--- src/design/ordered_array_insert_delete_search_defines.svh ---
// assertion macros for the ordered array block
// expects signals named clock and reset in the scope that uses them
`ifndef ORDERED_ARRAY_INSERT_DELETE_SEARCH_DEFINES_SVH
`define ORDERED_ARRAY_INSERT_DELETE_SEARCH_DEFINES_SVH

// property that holds in every cycle outside reset
`define OAIDS_ASSERT(label, prop, msg) \
   label: assert property (@(posedge clock) disable iff (reset) (prop)) else $error(msg);

// condition in one cycle implies a property in the next
`define OAIDS_ASSERT_NEXT(label, cond, prop, msg) \
   label: assert property (@(posedge clock) disable iff (reset) (cond) |=> (prop)) \
      else $error(msg);

`endif

--- src/design/oaids_tree.sv ---
// registered priority tree: lowest set match flag and its index
// one register level per tree level; uses no package
module oaids_tree #(
   parameter int LEVELS = 8
) (
   input  logic                    clock,
   input  logic [(2**LEVELS)-1:0]  leaf_hits,
   output logic                    root_found,
   output logic [LEVELS-1:0]       root_position
);
   localparam int N = 2**LEVELS;

   logic              node_found_ff [N-1];
   logic [LEVELS-1:0] node_pos_ff   [N-1];

   for (genvar n = 0; n < N - 1; n++) begin : g_node
      localparam int L = 2 * n + 1;
      localparam int R = 2 * n + 2;
      logic              lf, rf;
      logic [LEVELS-1:0] lp, rp;

      if (L >= N - 1) begin : g_leaf
         assign lf = leaf_hits[L-(N-1)];
         assign rf = leaf_hits[R-(N-1)];
         assign lp = LEVELS'(L - (N - 1));
         assign rp = LEVELS'(R - (N - 1));
      end else begin : g_inner
         assign lf = node_found_ff[L];
         assign rf = node_found_ff[R];
         assign lp = node_pos_ff[L];
         assign rp = node_pos_ff[R];
      end

      always_ff @(posedge clock) begin
         node_found_ff[n] <= lf | rf;
         node_pos_ff[n]   <= lf ? lp : rp;
      end
   end

   assign root_found    = node_found_ff[0];
   assign root_position = node_pos_ff[0];

endmodule

--- config.mk ---
export PLATFORM = sky130hd
export DESIGN_NAME = oaids_tree
export DESIGN_NICKNAME = d
export VERILOG_FILES = /design/src/design/ordered_array_insert_delete_search_defines.svh /design/src/design/oaids_tree.sv
export SDC_FILE = /design/constraint.sdc
export NUM_CORES = 1
export LEC_CHECK = 0
export CORE_AREA = 5 5 214 216
export CTS_BUF_LIST = sky130_fd_sc_hd__clkbuf_4
export CTS_CLUSTER_SIZE = 28
export DETAILED_ROUTE_END_ITERATION = 10
export DIE_AREA = 0 0 219 221
export DONT_BUFFER_PORTS = 1
export SLEW_MARGIN = 20
export SYNTH_ARGS = -nofsm -noshare
export SYNTH_HDL_FRONTEND = slang
export SYNTH_SLANG_ARGS = --single-unit
export TNS_END_PERCENT = 10
--- constraint.sdc ---
create_clock -name clock -period 2.11 [get_ports clock]
set_input_delay 0.211 -clock clock [delete_from_list [all_inputs] [get_ports clock]]
set_output_delay 0.211 -clock clock [all_outputs]
set_load 0.01 [all_outputs]
==> results of run 1 <==
==> synthesized netlist by cell type <==
cell     instances
mux2_4          39
mux2_2         208
or2_2          254
inv_1          255
buf_6            7
or2_1            1
dfxtp_1        757
==> cell families after synthesis <==
logic type             after synthesis  share of synthesized area, %
buffers and inverters              262                          5.00
DFF                                757                          73.2
and+or+nand+nor                    255                          7.70
muxes                              247                          14.1
==> metrics by stage <==
step | setup WS, ns | instance area [um^2]
after floorplan | 1.26 | 20700
after detailed placement | 1.06 | 21400
after global placement | 1.09 | 21400
==> metrics.cfg, run 1 <==
[clock_network]
clock-sinks=757
cts-buffers-inserted=183
postCtsSetupRepairBufs=0
cts_hold_buf=488
cts_resized=0
cts.root.buffer_cell=clkbuf_4
clock_path_buffers=3
h-tree-depth=4

[placed_design]
gpl.final_weighted_congestion=0.754
io_buffers=0
place_hpwl_um=20800
placed_cells=2106

[synthesis]
yosysTopAreaCellShare_pct=73.2
synth_area_um2=20700
synth-warning-count=0
syn_nets=1778
synthTopCellsByArea=dfxtp_1, mux2_2, or2_2
avgSynthCellArea_um2=13.6
syn_inst=1521
synth_cell_type_count=7
yosys.area.top_type=dfxtp_1
synth_seq_cells=757
seq_area_frac_synth_pct=73.2

[status]
failing_step=clock tree synthesis
tool.error=[ERROR RSZ-0060] Max buffer count reached.
status=stopped before the end

[die]
rows=77
fp.dieW_um=219
die_h_um=221
start_util_pct=47.4
io_pins=266

==> run 2: changes to the inputs <==
--- a/config.mk
+++ b/config.mk
@@ -5,12 +5,11 @@
 export SDC_FILE = /design/constraint.sdc
 export NUM_CORES = 1
 export LEC_CHECK = 0
-export CORE_AREA = 5 5 214 216
-export CTS_BUF_LIST = sky130_fd_sc_hd__clkbuf_4
-export CTS_CLUSTER_SIZE = 28
+export CORE_AREA = 5 5 257 259
 export DETAILED_ROUTE_END_ITERATION = 10
-export DIE_AREA = 0 0 219 221
+export DIE_AREA = 0 0 262 264
 export DONT_BUFFER_PORTS = 1
+export PLACE_DENSITY_LB_ADDON = 0.15
 export SLEW_MARGIN = 20
 export SYNTH_ARGS = -nofsm -noshare
 export SYNTH_HDL_FRONTEND = slang
==> metrics.cfg, run 2 <==
[layout]
final_layout_size_suffix_gt1_share_pct=32.6
fillCellCount=5893
layout.nets=2108
top_register=node_pos_ff
area_delta_synth_final_pct=29.8
final_util_pct=42.2
multi_input_area_um2=4520
layout_commonest_cell=dfxtp_1
reg.largest.list=node_pos_ff: 502 flops, node_found_ff: 255 flops
ff_latch_area_um2=15200
largest_reg_flops=502
layout_common_cells=dfxtp_1, dlygate4sd3_1, inv_1

[clock_network]
cts-buffers-inserted=79  ; -57%
h-tree-depth=3  ; -1
clock-sinks=757  ; unchanged
cts.root.buffer_cell=clkbuf_16
insertion_delay_ns=0.60
clk_pin_slew_ns=0.06
cts_resized=0  ; unchanged
cts_tree=built
clock_path_buffers=3  ; unchanged

[critical_path]
crit_start=node_pos_ff[0][4]$_DFF_P_
crit_cells=0
worst-setup-path-type=reg2out
critPathArrivalTime_ns=1.00
startpoint_type=flop
r2r-start=node_found_ff[0][1]$_DFF_P_
end_kind=output pin
cp_max_fo=1
cp.required_ns=1.90
r2r.worst_path.cells=1

[sta]
drv_slew=0
slew_headroom_pct=68.7
rsz0062_at_grt=no
setup_tns_ns=0
hold_violations=0
tightest_slew_ns=0.469
fin_crit_sh_pct=57.6
final_period_minus_worst_setup_slack_ns=1.22
fmax_mhz=823
fin_worst_skew_ns=0.0191
setup_violations=0

[synthesis]
synth-edff-count=0  ; unchanged
synth_compound_gate_area_share_pct=0  ; unchanged
synth-warning-count=0  ; unchanged
synthAdderAreaFrac_pct=0  ; unchanged
synth_seq_cells=757  ; unchanged
syn_inst=1521  ; unchanged
postSynth.asyncResetShare_pct=0  ; unchanged
avgSynthCellArea_um2=13.6  ; unchanged
synth-main-ff-cell=dfxtp_1
synth_common_cells=dfxtp_1, inv_1, or2_2
synth.most_common_cell=dfxtp_1
yosys.area.top_type=dfxtp_1
yosysTopAreaCellShare_pct=73.2  ; unchanged
synthMuxAreaShare_pct=14.1  ; unchanged
yosys.area_share.simple_pct=7.70  ; unchanged
synth_top_family_by_area=multiplexers
synthXorXnorAreaFrac_pct=0  ; unchanged
synthTopCellsByArea=dfxtp_1, mux2_2, or2_2
syn_nets=1778  ; unchanged
synth_area_um2=20700  ; unchanged
synth_cell_type_count=7  ; unchanged
seq_area_frac_synth_pct=73.2  ; unchanged

[min_path]
min_path_cells=2
worst_hold_path_type=in2reg
worstHoldStart=leaf_hits[112]

[routing]
drt_iter0_drc=219
routed_via_density=3.76
ant_nets=0
wl_per_cell_um=12.6
routed-via-count=10400
drcViolationCount=0
drt_wl_total_um=34700
drt_pre_antenna_iters=4

[placed_design]
place_hpwl_um=22600  ; +8.8%
io_buffers=0  ; unchanged
gpl.final_weighted_congestion=0.691  ; -8.4%

[global_routing]
antenna_found_initial=1
grt_usage_pct=10.1
grt_pass1_wl_um=56500
grt_max_degree=15
grt_util_met1_pct=11.9
grt-ovfl-total=0
grt_use_met3_pct=2.74
top_usage_layer=met2
grt_use_met2_pct=17.1
grt_pass1_vias=11600

[die]
fp.dieW_um=262  ; +20%
start_util_pct=32.5  ; -15 points
io_pins=266  ; unchanged
coreArea_um2=63600
rows=93  ; +21%
die_area_um2=69200
die_h_um=264  ; +19%

[power]
peakVddDrop_v=0.000542
power.density_nw_per_um2=1110
p_leak_nw=12.3

[status]
status=completed

[run]
drv_cap=0

-- run 2: cell counts after synthesis --
Identical to the previous run, type by type.
-- run 2: timing repair --
item | 4_1_cts | 5_1_grt
setup buffers | 0 | 0
hold endpoints to repair | 256 | 0
setup endpoints to repair | 0 | 0
hold buffers | 256 | 0
-- run 2: metal layers --
layer	share of wire, %	routed length [um]	up-vias
met1	44	15200	4765
li1	-	-	5309
met4	3.9	1360	0
met3	4.8	1650	95
met5	0	0	-
met2	48	16600	226
-- run 2: power by group --
| group | internal, mW | leakage [nW] | switching, mW |
|---|---|---|---|
| combinational | 0.695 | 4.68 | 0.262 |
| sequential | 15.0 | 6.29 | 0.234 |
| clock | 8.27 | 1.28 | 5.37 |
-- run 2: kinds of logic (layout without fill, tap and decap cells) --
kind of cell / Yosys count / after routing
flip-flops: 757 / 757
buffers and inverters: 262 / 647
AND/OR/NAND/NOR: 255 / 255
multiplexers: 247 / 247
other: 0 / 1
-- run 2: path summary, 6_finish.rpt --
path	end	slack, ns
worst max-delay path	root_position[4]	0.89
worst min register to register	node_pos_ff[0][929]$_DFF_P_	0.38
worst max register to register	node_pos_ff[0][3]$_DFF_P_	1.04
worst min-delay path	node_pos_ff[1][440]$_DFF_P_	0.22
-- run 2: stage by stage --
stage / power [mW] / cells / area (um^2) / hold WS (ns) / worst slack [ns]
floorplan: 15.9 / 1521 / 20700 / 0.268 / 1.26
global placement: 16.1 / 2369 / 21700 / 0.269 / 1.08
detailed placement: 16.1 / 2369 / 21700 / 0.270 / 1.05
CTS: 30.4 / 2761 / 26900 / 0.164 / 0.843
finish: 29.8 / 2762 / 26900 / 0.225 / 0.895
global route: 31.1 / 2762 / 26900 / 0.194 / 0.842
-- run 2: layout make-up --
type,instances,area share [%]
inverter,255,3.56
sequential,757,56.4
antenna,1,0.00931
clock buffer,111,8.43
timing repair buffer,256,9.53
clock inverter,25,1.31
multi-input combinational,502,16.8
tap,855,3.98
No activity file was read; power rests on OpenSTA's default activity.
==> run 3: changes to the inputs <==
==> constraint.sdc (replaced) <==
create_clock -name clock -period 1.15 [get_ports clock]
set_input_delay 0.115 -clock clock [delete_from_list [all_inputs] [get_ports clock]]
set_output_delay 0.115 -clock clock [all_outputs]
set_load 0.01 [all_outputs]
==> metrics.cfg, run 3 (synthesis results as in run 2) <==
[placed_design]
pre_cts_slack_ns=0.0891  ; -0.959 ns
io_buffers=0  ; unchanged
place_hpwl_um=22700  ; +0.30%
gpl.final_weighted_congestion=0.691  ; +0.10%

[critical_path]
cp_max_fo=1  ; unchanged
end_kind=output pin
cp.required_ns=1.03  ; -0.87 ns
worst-setup-path-type=reg2out
startpoint_type=flop
critPathArrivalTime_ns=0.96  ; -0.04 ns

[layout]
diodes=0  ; -1
fillCellCount=5860  ; -0.56%
largest_reg_flops=502  ; unchanged
top_register=node_pos_ff
layout.nets=2111  ; +0.14%
layout_common_cells=dfxtp_1, dlygate4sd3_1, inv_1
area_delta_synth_final_pct=30.4
ff_latch_area_um2=15200  ; about the same
reg.largest.list=node_pos_ff: 502 flops, node_found_ff: 255 flops
final_layout_size_suffix_gt1_share_pct=33.3  ; +0.68 points
layout_commonest_cell=dfxtp_1
final_util_pct=42.4  ; +0.19 points
multi_input_area_um2=4520  ; unchanged

[die]
coreArea_um2=63600  ; unchanged
die_area_um2=69200  ; unchanged
fp.dieW_um=262  ; unchanged
rows=93  ; unchanged
die_h_um=264  ; unchanged
start_util_pct=32.5  ; unchanged
io_pins=266  ; unchanged

[sta]
fin_worst_skew_ns=0.0105  ; -0.00859 ns
hold_violations=0  ; unchanged
drv_slew=0  ; unchanged
setup_violations=0  ; unchanged
setup_tns_ns=0  ; unchanged
rsz0062_at_grt=no
fin_crit_sh_pct=93.4
fmax_mhz=931
slew_headroom_pct=68.9  ; +0.25 points
setup_ws_ns=0.0760  ; -0.819 ns
tightest_slew_ns=0.466  ; -0.00381 ns
final_period_minus_worst_setup_slack_ns=1.07

[global_routing]
grt_util_met1_pct=12.1  ; +0.17 points
top_usage_layer=met2
grt-ovfl-total=0  ; unchanged
grt_usage_pct=10.1  ; +0.017 points
grt_max_degree=14  ; -1
grt_use_met2_pct=16.8  ; -0.29 points
grt_pass1_wl_um=56300  ; -0.37%
antenna_found_initial=0  ; -1
grt_pass1_vias=11600  ; -0.56%
grt_use_met3_pct=2.92  ; +0.18 points

[clock_network]
cts.root.buffer_cell=clkbuf_16
clock-sinks=757  ; unchanged
cts_tree=built
h-tree-depth=3  ; unchanged
clk_pin_slew_ns=0.06  ; about the same
clock_path_buffers=3  ; unchanged
postCtsSetupRepairBufs=0  ; unchanged
insertion_delay_ns=0.59  ; about the same
cts-buffers-inserted=81  ; +2.5%

[routing]
drt_wl_total_um=34900  ; +0.51%
routed-via-count=10400  ; +0.44%
drt_pre_antenna_iters=4  ; unchanged
drcViolationCount=0  ; unchanged
routed_via_density=3.77  ; about the same
wl_per_cell_um=12.6  ; +0.11%
ant_nets=0  ; unchanged
drt_iter0_drc=295  ; +35%

[status]
status=completed

[power]
power.density_nw_per_um2=2050  ; +85%
p_leak_nw=12.3  ; +0.56%
peakVddDrop_v=0.00119  ; +120%

[run]
drv_cap=0  ; unchanged

[min_path]
worst_hold_path_type=in2reg

## run 3: changes by cell type in the layout (fill, tap and decap cells not counted), moves of 4 or more
cell	change
dfxtp_1	-9
dfxtp_2	+9
clkinv_2	+6
clkbuf_1	+4
clkbuf_16	+4
## run 3: worst paths after layout
kind | startpoint | to | slack (ns) | cells after the start
min reg2reg | node_found_ff[1][47]$_DFF_P_ | node_pos_ff[0][697]$_DFF_P_ | 0.39 | 1
max reg2reg | node_found_ff[0][1]$_DFF_P_ | node_pos_ff[0][5]$_DFF_P_ | 0.09 | 1
max | node_pos_ff[0][1]$_DFF_P_ | root_position[1] | 0.08 | 0
min | leaf_hits[112] | node_pos_ff[1][440]$_DFF_P_ | 0.13 | 2
## run 3: per-layer routing
metal	vias up	routed length, um
met3	102	1700
met5	-	0
met2	234	16600
met4	0	1500
li1	5325	-
met1	4780	15100
## run 3: final cells by class
cell class	instances	area share, %
clock buffer	119	8.82
clock inverter	28	1.27
inverter	255	3.54
timing repair buffer	257	9.51
tap	855	3.96
sequential	757	56.1
multi-input combinational	502	16.7
## run 3: where the power goes
part	total (mW)	internal, mW	switching [mW]
logic	1.76	1.28	0.481
registers	27.9	27.5	0.428
clock network	25.7	15.8	9.94
## run 3: timing repair
item / CTS / global route
gates resized for setup: 9 / 0
setup endpoints to repair: 9 / 0
hold endpoints to repair: 256 / 0
hold buffers: 256 / 0
## run 3: per-stage QoR
step           cell area (um^2)  hold WS (ns)  power [mW]  instances
4_1_cts                   27000        0.0735        56.4       2773
3_5_place_dp              21700         0.174        29.6       2370
2_1_floorplan             20700         0.172        29.2       1521
6_report                  27000         0.135        55.4       2773
5_1_grt                   27000        0.0914        57.8       2773
3_3_place_gp              21700         0.173        29.6       2370
