File: config.mk
export PLATFORM = sky130hd
export DESIGN_NAME = oaids_cell
export DESIGN_NICKNAME = d
export VERILOG_FILES = /design/src/design/ordered_array_insert_delete_search_defines.svh /design/src/design/oaids_pkg.sv /design/src/design/oaids_cell.sv
export SDC_FILE = /design/constraint.sdc
export NUM_CORES = 1
export LEC_CHECK = 0
export ABC_AREA = 0
export BUFFER_PORTS_ARGS = -buffer_cell sky130_fd_sc_hd__buf_2
export CAP_MARGIN = 20
export CORE_MARGIN = 2
export CORE_UTILIZATION = 30
export CTS_BUF_LIST = sky130_fd_sc_hd__clkbuf_4
export DETAILED_ROUTE_END_ITERATION = 10
export GPL_TIMING_DRIVEN = 0
export PLACE_DENSITY = 0.67
export SLEW_MARGIN = 20
export SYNTH_ARGS = -nofsm -noshare
export SYNTH_HDL_FRONTEND = slang
export SYNTH_SLANG_ARGS = --single-unit
File: constraint.sdc
create_clock -name clock -period 3.34 [get_ports clock]
set_input_delay 1.002 -clock clock [delete_from_list [all_inputs] [get_ports clock]]
set_output_delay 1.002 -clock clock [all_outputs]
set_load 0.005 [all_outputs]
File: src/design/ordered_array_insert_delete_search_defines.svh
// assertion macros for the ordered array block
// expects signals named clock and reset in the scope that uses them
`ifndef ORDERED_ARRAY_INSERT_DELETE_SEARCH_DEFINES_SVH
`define ORDERED_ARRAY_INSERT_DELETE_SEARCH_DEFINES_SVH

// property that holds in every cycle outside reset
`define OAIDS_ASSERT(label, prop, msg) \
   label: assert property (@(posedge clock) disable iff (reset) (prop)) else $error(msg);

// condition in one cycle implies a property in the next
`define OAIDS_ASSERT_NEXT(label, cond, prop, msg) \
   label: assert property (@(posedge clock) disable iff (reset) (cond) |=> (prop)) \
      else $error(msg);

`endif

File: src/design/oaids_pkg.sv
// shared types and codes for the ordered array block
// no dependencies
package oaids_pkg;

   localparam int DATA_W = 32;
   localparam int POS_W  = 9;
   localparam int FPOS_W = 8;
   localparam int FILL_W = 9;

   localparam logic [1:0] CMD_INSERT = 2'd0;
   localparam logic [1:0] CMD_DELETE = 2'd1;
   localparam logic [1:0] CMD_FIND   = 2'd2;

   localparam logic [1:0] ST_OK    = 2'd0;
   localparam logic [1:0] ST_FULL  = 2'd1;
   localparam logic [1:0] ST_RANGE = 2'd2;

   typedef struct packed {
      logic [1:0]               command;
      logic signed [DATA_W-1:0] value;
      logic [POS_W-1:0]         position;
   } oaids_req_type;

   typedef struct packed {
      logic [1:0]        status;
      logic              found;
      logic [FPOS_W-1:0] found_position;
      logic [FILL_W-1:0] fill_count;
   } oaids_rsp_type;

   typedef struct packed {
      logic                     ins;
      logic                     del;
      logic                     find;
      logic signed [DATA_W-1:0] value;
   } oaids_ctrl_type;

endpackage

File: src/design/oaids_cell.sv
// one storage cell of the ordered array: entry, valid bit and match flag
// depends on oaids_pkg
module oaids_cell #(
   parameter int IDX_W = 8
) (
   input  logic                               clock,
   input  logic                               reset,
   input  logic [IDX_W-1:0]                   index,
   input  logic [IDX_W-1:0]                   pos,
   input  oaids_pkg::oaids_ctrl_type          ctrl,
   input  logic signed [oaids_pkg::DATA_W-1:0] left_entry,
   input  logic                               left_valid,
   input  logic signed [oaids_pkg::DATA_W-1:0] right_entry,
   input  logic                               right_valid,
   output logic signed [oaids_pkg::DATA_W-1:0] entry,
   output logic                               valid,
   output logic                               hit
);
   import oaids_pkg::*;

   logic signed [DATA_W-1:0] entry_ff, entry_in;
   logic                     valid_ff, valid_in;
   logic                     hit_ff, hit_in;

   always_comb begin
      entry_in = entry_ff;
      valid_in = valid_ff;
      hit_in   = hit_ff;
      if (ctrl.ins) begin
         if (index > pos) begin
            entry_in = left_entry;
            valid_in = left_valid;
         end else if (index == pos) begin
            entry_in = ctrl.value;
            valid_in = 1'b1;
         end
      end else if (ctrl.del) begin
         if (index >= pos) begin
            entry_in = right_entry;
            valid_in = right_valid;
         end
      end else if (ctrl.find) begin
         hit_in = valid_ff && (entry_ff == ctrl.value);
      end
   end

   always_ff @(posedge clock) begin
      if (reset) begin
         valid_ff <= 1'b0;
      end else begin
         valid_ff <= valid_in;
      end
   end

   always_ff @(posedge clock) begin
      entry_ff <= entry_in;
      hit_ff   <= hit_in;
   end

   assign entry = entry_ff;
   assign valid = valid_ff;
   assign hit   = hit_ff;

endmodule

; After elaboration in Yosys (flattened, before gate mapping)
; Cells that the tools add are included.
[totals]
latchBits = 0
ram_bits = 0
wordCells = 25
n_memories = 0
mem_bits_ro = 0
register_bits = 34
[op_classes]
eq_ne = 3
bitwise_logic = 2
mux = 10
multipliers = 0
magnitude_cmp = 2
div = 0
shift = 0
add_sub_neg = 0
n_reduce_logical = 5
[op_table]
columns = operator, n
row1 = $mux W32, 5
row2 = $eq A32 B32 Y1, 1
row3 = $eq A8 B8 Y1, 1
row4 = $ge A8 B8 Y1, 1
row5 = $gt A8 B8 Y1, 1
row6 = $reduce_and A3 Y1, 2
row7 = $mux W1, 5
row8 = $reduce_bool A2 Y1, 2
row9 = $ne A3 B1 Y1 const B, 1
row10 = $not A1 Y1, 2
row11 = $logic_and A1 B1 Y1, 1

; Logic depth before layout (Yosys ltp)
; Gate-level depths: netlist of the first run.
[depth]
depth_word = 4
ltp_mapped = 8
depth_no_buf = 7

; Least setup slack after synthesis of the first run
; No wires, ideal clock.
[synth_timing]
path_kind = input to register
start = input pos[1]
end = register valid_ff (netlist: valid)
path_stages = 7
required_ps = 3216
slack_ps = 295
t_arrival_ps = 2921
setup_time_ps = 124
cell_sequence = inv_1 > ha_1 > nor2b_1 > o211ai_1 > a31oi_1 > o22a_1 > mux2_1
[synth_between]
elab_chain_len = 3
elab_cells_between_ends = 8
classes_between = 2 x order compare / 2 x eq/ne / 2 x mux / 2 x reduce/logical
[synth_rtl]
columns = item, line
row1 = start: declaration, oaids_cell.sv:9  ; input logic [IDX_W-1:0] pos,
row2 = "$gt A8 B8 Y1, or another cell as far along", oaids_cell.sv:30  ; if (index > pos) begin
row3 = "$ne A3 B1 Y1 (no line), or another cell as far along", --
row4 = $reduce_and A3 Y1 (no line) or $mux W1 (tied branches), --
row5 = end signal: assignment, oaids_cell.sv:51  ; valid_ff <= valid_in;
row6 = end: declaration, oaids_cell.sv:22  ; logic valid_ff, valid_in;
; Parallel ways exist; a longest one is shown, timed or not.
; A chain may end at the register's enable or synchronous reset.

; Worst setup path after layout of the first run
[layout_timing]
start = input index[1]
end = register entry_ff[23] (netlist: entry[23]) (data pin)
[layout_between]
elab_chain_len = 3
[layout_rtl]
columns = item, line
row1 = start: declaration, oaids_cell.sv:8  ; input logic [IDX_W-1:0] index,
row2 = $gt A8 B8 Y1, oaids_cell.sv:30
row3 = $mux W32, oaids_cell.sv:30
row4 = $mux W32, oaids_cell.sv:29  ; if (ctrl.ins) begin
row5 = via entry_in[23], oaids_cell.sv:21  ; logic signed [DATA_W-1:0] entry_ff, entry_in;
row6 = end signal: assignment, oaids_cell.sv:56  ; entry_ff <= entry_in;
row7 = end: declaration, oaids_cell.sv:21
; The timed path passes the listed nets, and every way through them passes these cells.

==> flow_metrics.py, run 1 <==
metrics = {
    "status": {
        "outcome": "finished clean",
    },
    "grt": {
        "grt_first_pass_wirelength_mm": 13.20,
        "grt.total_usage": 0.1949,
        "gr-total-overflow": 0,
        "grt_max_degree": 22,
        "grt_pass1_vias": 2605,
        "grt_antenna_before_repair": 0,
    },
    "critical_path": {
        "worst-setup-path-type": "in -> reg",
        "cp-startpoint": "index[1]",
        "cp_common_cell": "buf_2",
        "crit_path_end_kind": "flip-flop",
        "crit_path_max_incr_delay_ns": 0.31,
        "timing.rr.start": "entry[8]",
        "crit_path_start_kind": "input port",
        "cp.required_ns": 3.39,
        "worstPathMaxFanout": 10,
        "arrival_ns": 2.72,
        "path_cells": "buf_2 > ha_1 > nor2b_1 > o211ai_1 > a21oi_1 > o21ai_2 > buf_2 > o221ai_1",
        "regToRegSetupSlack_ns": 1.43,
        "critical_path.slowest_cell": "o21ai_2",
    },
    "floorplanning": {
        "start_util": 0.3043,
        "pin_count": 153,
        "die_h_um": 94.60,
        "fp-row-count": 33,
        "die_w_um": 94.60,
        "coreArea_sq_um": 8093,
        "die_area_sq_um": 8948,
    },
    "routing": {
        "drtPass1Iterations": 4,
        "drc": 0,
        "vias": 2684,
        "ant_nets": 0,
        "avgRoutedWirePerCell_um": 16.59,
        "via_per_inst": 5.074,
        "drt_wl_total_mm": 8.777,
        "drt_iter0_markers": 114,
    },
    "synth": {
        "synthCells": 265,
        "netlist_area_sq_um": 2462,
        "yosysTopAreaCellShare": 0.4024,
        "synthTopCellsByArea": "edfxtp_1 40%, o221ai_1 11%, xnor2_1 10%",
        "yosysUniqueCellTypes": 28,
        "synth_nets": 392,
        "yosysWarnings": 0,
        "synth_seq_cells": 34,
        "synth_top_area_cell": "edfxtp_1",
        "syn_avg_cell_area_sq_um": 9.292,
        "ys_seq_area_frac": 0.4106,
    },
    "power_and_ir_drop": {
        "p_leak_nw": 1.578,
        "ir_worst_vdd_uv": 218.8,
        "finalPower_w": 0.001336,
        "power_density_nw_per_um2": 387.2,
    },
    "layout": {
        "layout-drive-gt1-share": 0.4057,
        "final_nets": 551,
        "stdcell_count": 529,
        "finalInstanceArea_sq_um": 3450,
        "final_util": 0.4263,
        "n_antenna_cell": 0,
        "fill_cells": 869,
        "areaGrowthSynthToFinish_pct": 40.09,
    },
    "timing": {
        "hold_violations": 0,
        "rsz0062_at_grt": "false",
        "finClkSkew_ns": 0.01472,
        "fmax_mhz": 375.6,
        "finalMaxSlewViolations": 0,
        "worst_slew_pin_slew_ns": 0.5924,
        "slew-limit-headroom": 0.6051,
        "tns_ns": 0,
        "period_minus_slack_ns": 2.662,
        "timing.final.crit_share": 0.7970,
        "setup_viol": 0,
    },
    "clock_network": {
        "tritoncts.num_buffers": 5,
        "htreeDepth": 2,
        "hold_buffers": 0,
        "root_buffer": "clkbuf_4",
        "clockBufferDepth": 2,
        "cts_resized": 0,
        "postCtsSetupRepairBufs": 0,
        "clock-sinks": 34,
        "clk_pin_slew_ns": 0.10,
        "cts_tree": "done",
        "insertion_delay_ns": 0.34,
    },
    "placement": {
        "dp_cells": 522,
        "hpwl_mm": 6.897,
        "place_area_sq_um": 3378,
        "numPortBuffers": 151,
        "gp_congestion": 0.8637,
    },
    "flow_run": {
        "drv_cap": 0,
    },
    "min_path": {
        "hold_path_class": "reg -> reg",
        "min_from": "valid",
    },
}
## cell usage after synthesis
library cell,count
a31oi_1,2
edfxtp_1,33
o21ai_2,1
a211o_1,1
nand3_1,1
dfxtp_1,1
nand4_2,2
o21ai_1,1
xnor2_1,28
xor2_1,4
o221ai_1,32
nor2b_1,3
mux2_1,1
clkbuf_1,7
nor3b_1,1
nor2_1,2
buf_1,3
o22a_1,1
a311o_1,1
nand4_1,39
buf_2,10
o211ai_1,1
a21oi_1,4
nor4_1,3
or2_1,1
inv_1,40
nand2_1,34
ha_1,8
## metrics by stage
stage                     setup slack [ns]  hold slack (ns)
after CTS                           0.7031           0.6710
final                               0.6779           0.6611
after global placement             -0.2921           0.6522
after global routing                0.5495           0.7035
after floorplan                     0.2945           0.5791
after detailed placement            0.3397           0.6522
## layer usage
layer | global-route usage | share of wire | up-vias
li1 | - | - | 1303
met2 | 0.3351 | 0.49 | 132
met4 | 0.04106 | 0.0062 | 0
met5 | 0 | 0 | -
met3 | 0.04709 | 0.079 | 5
met1 | 0.2495 | 0.43 | 1244
## sequential cells by signal, summed over array words and instances (netlist names)
signal,flops
valid,1
entry,32
hit,1
## cell usage in the layout (no fill, tap or decap), types with 2 or more instances in the layout
cell type / synthesis / routed
buf_2: 10 / 161
buf_1: 3 / 3
ha_1: 8 / 8
nor2_1: 2 / 2
clkbuf_4: 0 / 5
a31oi_1: 2 / 2
xnor2_1: 28 / 28
nand2_1: 34 / 34
edfxtp_1: 33 / 33
clkbuf_1: 7 / 7
nor4_1: 3 / 3
xor2_1: 4 / 4
o221ai_1: 32 / 32
inv_1: 40 / 40
a21oi_1: 4 / 4
nand4_1: 39 / 39
nor2b_1: 3 / 3
nand4_2: 2 / 2
## worst paths after layout
check / depth (start not counted) / to
setup / recovery: 8 / entry[23]
hold / removal: 2 / hit
setup reg to reg: 5 / hit
hold reg to reg: 2 / hit
## where the power goes
group | internal (W) | switching (W)
Sequential | 0.000554 | 0.0000459
Combinational | 0.000208 | 0.000235
Clock | 0.000151 | 0.000142
Total | 0.000913 | 0.000423
## cells by family (layout without fill, tap and decap cells)
kind of cell,count (synthesis),count (layout),share of synthesized area
buf+inv,60,219,0.09655
simple gates,86,86,0.1870
xor+xnor,32,32,0.1138
fa+ha+maj,8,8,0.04065
mux,1,1,0.004573
compound gates,44,44,0.1469
flops,34,34,0.4106
## final cells by class
type / instances / area (sq um) / area share
clock inverter: 2 / 33.78 / 0.009793
tap: 105 / 131.4 / 0.03808
multi-input combinational: 171 / 1215 / 0.3522
clock buffer: 5 / 37.54 / 0.01088
timing repair buffer: 152 / 783.3 / 0.2271
inverter: 40 / 150.1 / 0.04353
sequential: 34 / 1011 / 0.2931
buffer: 20 / 87.58 / 0.02539
## critical path: cells and delay by family
family | cells | cell delay, ns
AO/OA/AOI/OAI | 4 | 0.87
buffers and inverters | 2 | 0.40
AND/OR/NAND/NOR | 1 | 0.13
adder cells (fa/ha/maj) | 1 | 0.30
Power figures use the tool's default switching activity.
==> run 2, diff against run 1 <==
Settings changed: ABC_AREA 0 to 1, PLACE_DENSITY 0.67 to 0.65.
Clock period 3.34 ns to 2.48 ns, I/O delays scaled along.
==> run 2 against run 1 <==
Compared with the run above: flip-flop and latch count did not move; sequential share of layout area shrank 1.5 points; critical path depth rose by 2; die area is 8.4% higher; final cell count rose by 22%; clock skew is 0.012 ns lower; worst hold slack got worse by 0.018 ns; area after synthesis increased by 8.8%; routed wire length rose by 0.68%; clock power is 3% higher; critical path type unchanged; largest cell class unchanged; highest routed layer unchanged.
==> flow_metrics.py, run 2 <==
metrics = {
    "clock_network": {
        "hold_buffers": 0,
        "postCtsSetupRepairBufs": 0,
        "htreeDepth": 2,
        "clockBufferDepth": 2,
        "cts_tree": "done",
        "tritoncts.num_buffers": 5,
        "clock-sinks": 34,
        "cts_resized": 1,
        "root_buffer": "clkbuf_4",
        "clk_pin_slew_ns": 0.11,
        "insertion_delay_ns": 0.34,
    },
    "power_and_ir_drop": {
        "p_int_w": 0.001124,
        "p_leak_nw": 1.936,
        "switchingPower_w": 0.0005957,
        "seqPwrFrac": 0.469,
        "ir_worst_vdd_uv": 185.6,
        "finalPower_w": 0.001720,
        "p_clk_frac": 0.175,
        "combPwrFrac": 0.356,
        "swShare": 0.3463,
        "power_density_nw_per_um2": 473.5,
    },
    "timing": {
        "hold_violations": 0,
        "worst_slew_pin_slew_ns": 0.5378,
        "finalMaxSlewViolations": 0,
        "fmax_mhz": 435.8,
        "timing.final.crit_share": 0.9252,
        "setup_viol": 0,
        "period_minus_slack_ns": 2.294,
        "hold-worst-slack_ns": 0.6435,
        "slew-limit-headroom": 0.6414,
        "tns_ns": 0,
        "finClkSkew_ns": 0.002677,
        "rsz0062_at_grt": "false",
    },
    "layout": {
        "final_cell_mix": "153 x nand2_1, 153 x buf_2, 38 x inv_1",
        "areaGrowthSynthToFinish_pct": 35.59,
        "fill_cells": 963,
        "largest_reg_flops": 32,
        "layout-drive-gt1-share": 0.3346,
        "final_nets": 661,
        "n_antenna_cell": 0,
    },
    "critical_path": {
        "worst-setup-path-type": "in -> reg",
        "worstPathMaxFanout": 16,
        "crit_path_start_kind": "input port",
        "cp.required_ns": 2.46,
        "arrival_ns": 2.28,
        "crit_path_end_kind": "flip-flop",
    },
    "synth": {
        "synthTopCellsByArea": "edfxtp_1 37%, nand2_1 22%, inv_1 5.5%",
        "yosysUniqueCellTypes": 28,
        "ys_async_sr_fraction": 0,
        "synthTopCellsByCount": "154 x nand2_1, 39 x inv_1, 33 x edfxtp_1",
        "syn_avg_cell_area_sq_um": 7.144,
        "yosysTopAreaCellShare": 0.3699,
        "netlist_area_sq_um": 2679,
        "synth_most_common_cell": "nand2_1",
        "ys_seq_area_frac": 0.3774,
        "synth_seq_cells": 34,
        "yosysWarnings": 0,
        "synth-edff-count": 33,
        "synthCells": 375,
        "synth_flop_cell": "edfxtp_1",
        "synth_nets": 502,
        "synth_top_area_cell": "edfxtp_1",
    },
    "routing": {
        "drt_iter0_markers": 122,
        "avgRoutedWirePerCell_um": 13.74,
        "ant_nets": 0,
        "drt_wl_total_mm": 8.837,
        "drtPass1Iterations": 4,
        "via_per_inst": 4.673,
        "vias": 3005,
        "drc": 0,
    },
    "placement": {
        "gp_congestion": 0.8110,
        "hpwl_mm": 7.036,
        "numPortBuffers": 151,
    },
    "floorplanning": {
        "fp-row-count": 34,
        "pin_count": 153,
        "die_h_um": 98.50,
        "coreArea_sq_um": 8678,
        "die_area_sq_um": 9701,
        "start_util": 0.3087,
        "die_w_um": 98.50,
    },
    "status": {
        "outcome": "finished clean",
    },
    "grt": {
        "grt_first_pass_wirelength_mm": 14.03,
        "gr-total-overflow": 0,
        "grt_pass1_vias": 2899,
        "grt_antenna_before_repair": 0,
        "grt.total_usage": 0.1810,
        "grt_max_degree": 17,
    },
    "flow_run": {
        "drv_cap": 0,
    },
    "min_path": {
        "hold_path_class": "reg -> reg",
    },
}
[run 2: cell count changes in the layout (fill, tap and decap cells not counted), moves of 12 or more]
cell,change
nand2_1,+119
nand4_1,-36
o221ai_1,-32
nand3_1,+24
xnor2_1,-19
a21oi_1,+13
nand3b_1,+13
nor2_1,+12
o21ai_1,+12
[run 2: kinds of logic (layout without fill, tap and decap cells)]
group	after synthesis	count (layout)	synth area share
xor+xnor	12	12	0.03924
fa+ha+maj	8	8	0.03737
simple gates	218	218	0.3480
buf+inv	57	217	0.1060
flops	34	34	0.3774
compound gates	46	46	0.09201
[run 2: final timing paths]
path              cells past startpoint        to     start  slack, ns
setup / recovery                     10  entry[6]    pos[7]       0.19
hold / removal                        4     valid     valid       0.64
setup reg to reg                      7       hit  entry[1]       1.21
hold reg to reg                       4     valid     valid       0.64
[run 2: critical path, cell delays in order]
cell	delay (ns)
buf_2	0.08
inv_1	0.04
ha_1	0.29
nand2_1	0.12
nor2_2	0.06
nand4_2	0.09
buf_4	0.20
nand3_1	0.10
nand2_2	0.16
clkinvlp_4	0.37
[run 2: per-stage QoR]
step | setup slack, ns | area, sq um | cells | utilization
after floorplan | 0.03178 | 2685 | 375 | -
after global placement | -0.4926 | 3576 | 634 | 0.4121
after detailed placement | -0.5251 | 3576 | 634 | 0.4121
after CTS | 0.1663 | 3632 | 643 | 0.4185
after global routing | 0.01021 | 3632 | 643 | 0.4185
final | 0.1856 | 3632 | 643 | 0.4185
[run 2: layout make-up]
type                    instances  area (sq um)  area share
repair inverters                1         7.507    0.002067
multi-input cells             284          1386      0.3817
clock buffers                   5         37.54     0.01033
clock inverters                 3         11.26    0.003100
flip-flops and latches         34          1011      0.2783
inverters                      39         150.1     0.04134
repair buffers                151         755.7      0.2081
well taps                     108         135.1     0.03720
plain buffers                  18         137.6     0.03789
[run 2: per-layer routing]
layer  vias up  global-route usage  wire (um)
li1       1530                   -          -
met1      1341              0.2363       3809
met2       124              0.3103       4210
met3        10             0.03759        709
met4         0             0.04004        108
met5         -                   0          0
[run 2: power groups by stage]
stage	clock network, W	registers (W)	logic [W]
detailed placement	0	0.000820	0.000617
CTS	0.000318	0.000806	0.000623
floorplan	0	0.000820	0.000324
finish	0.000302	0.000806	0.000612
global placement	0	0.000817	0.000607
global route	0.000337	0.000820	0.000692
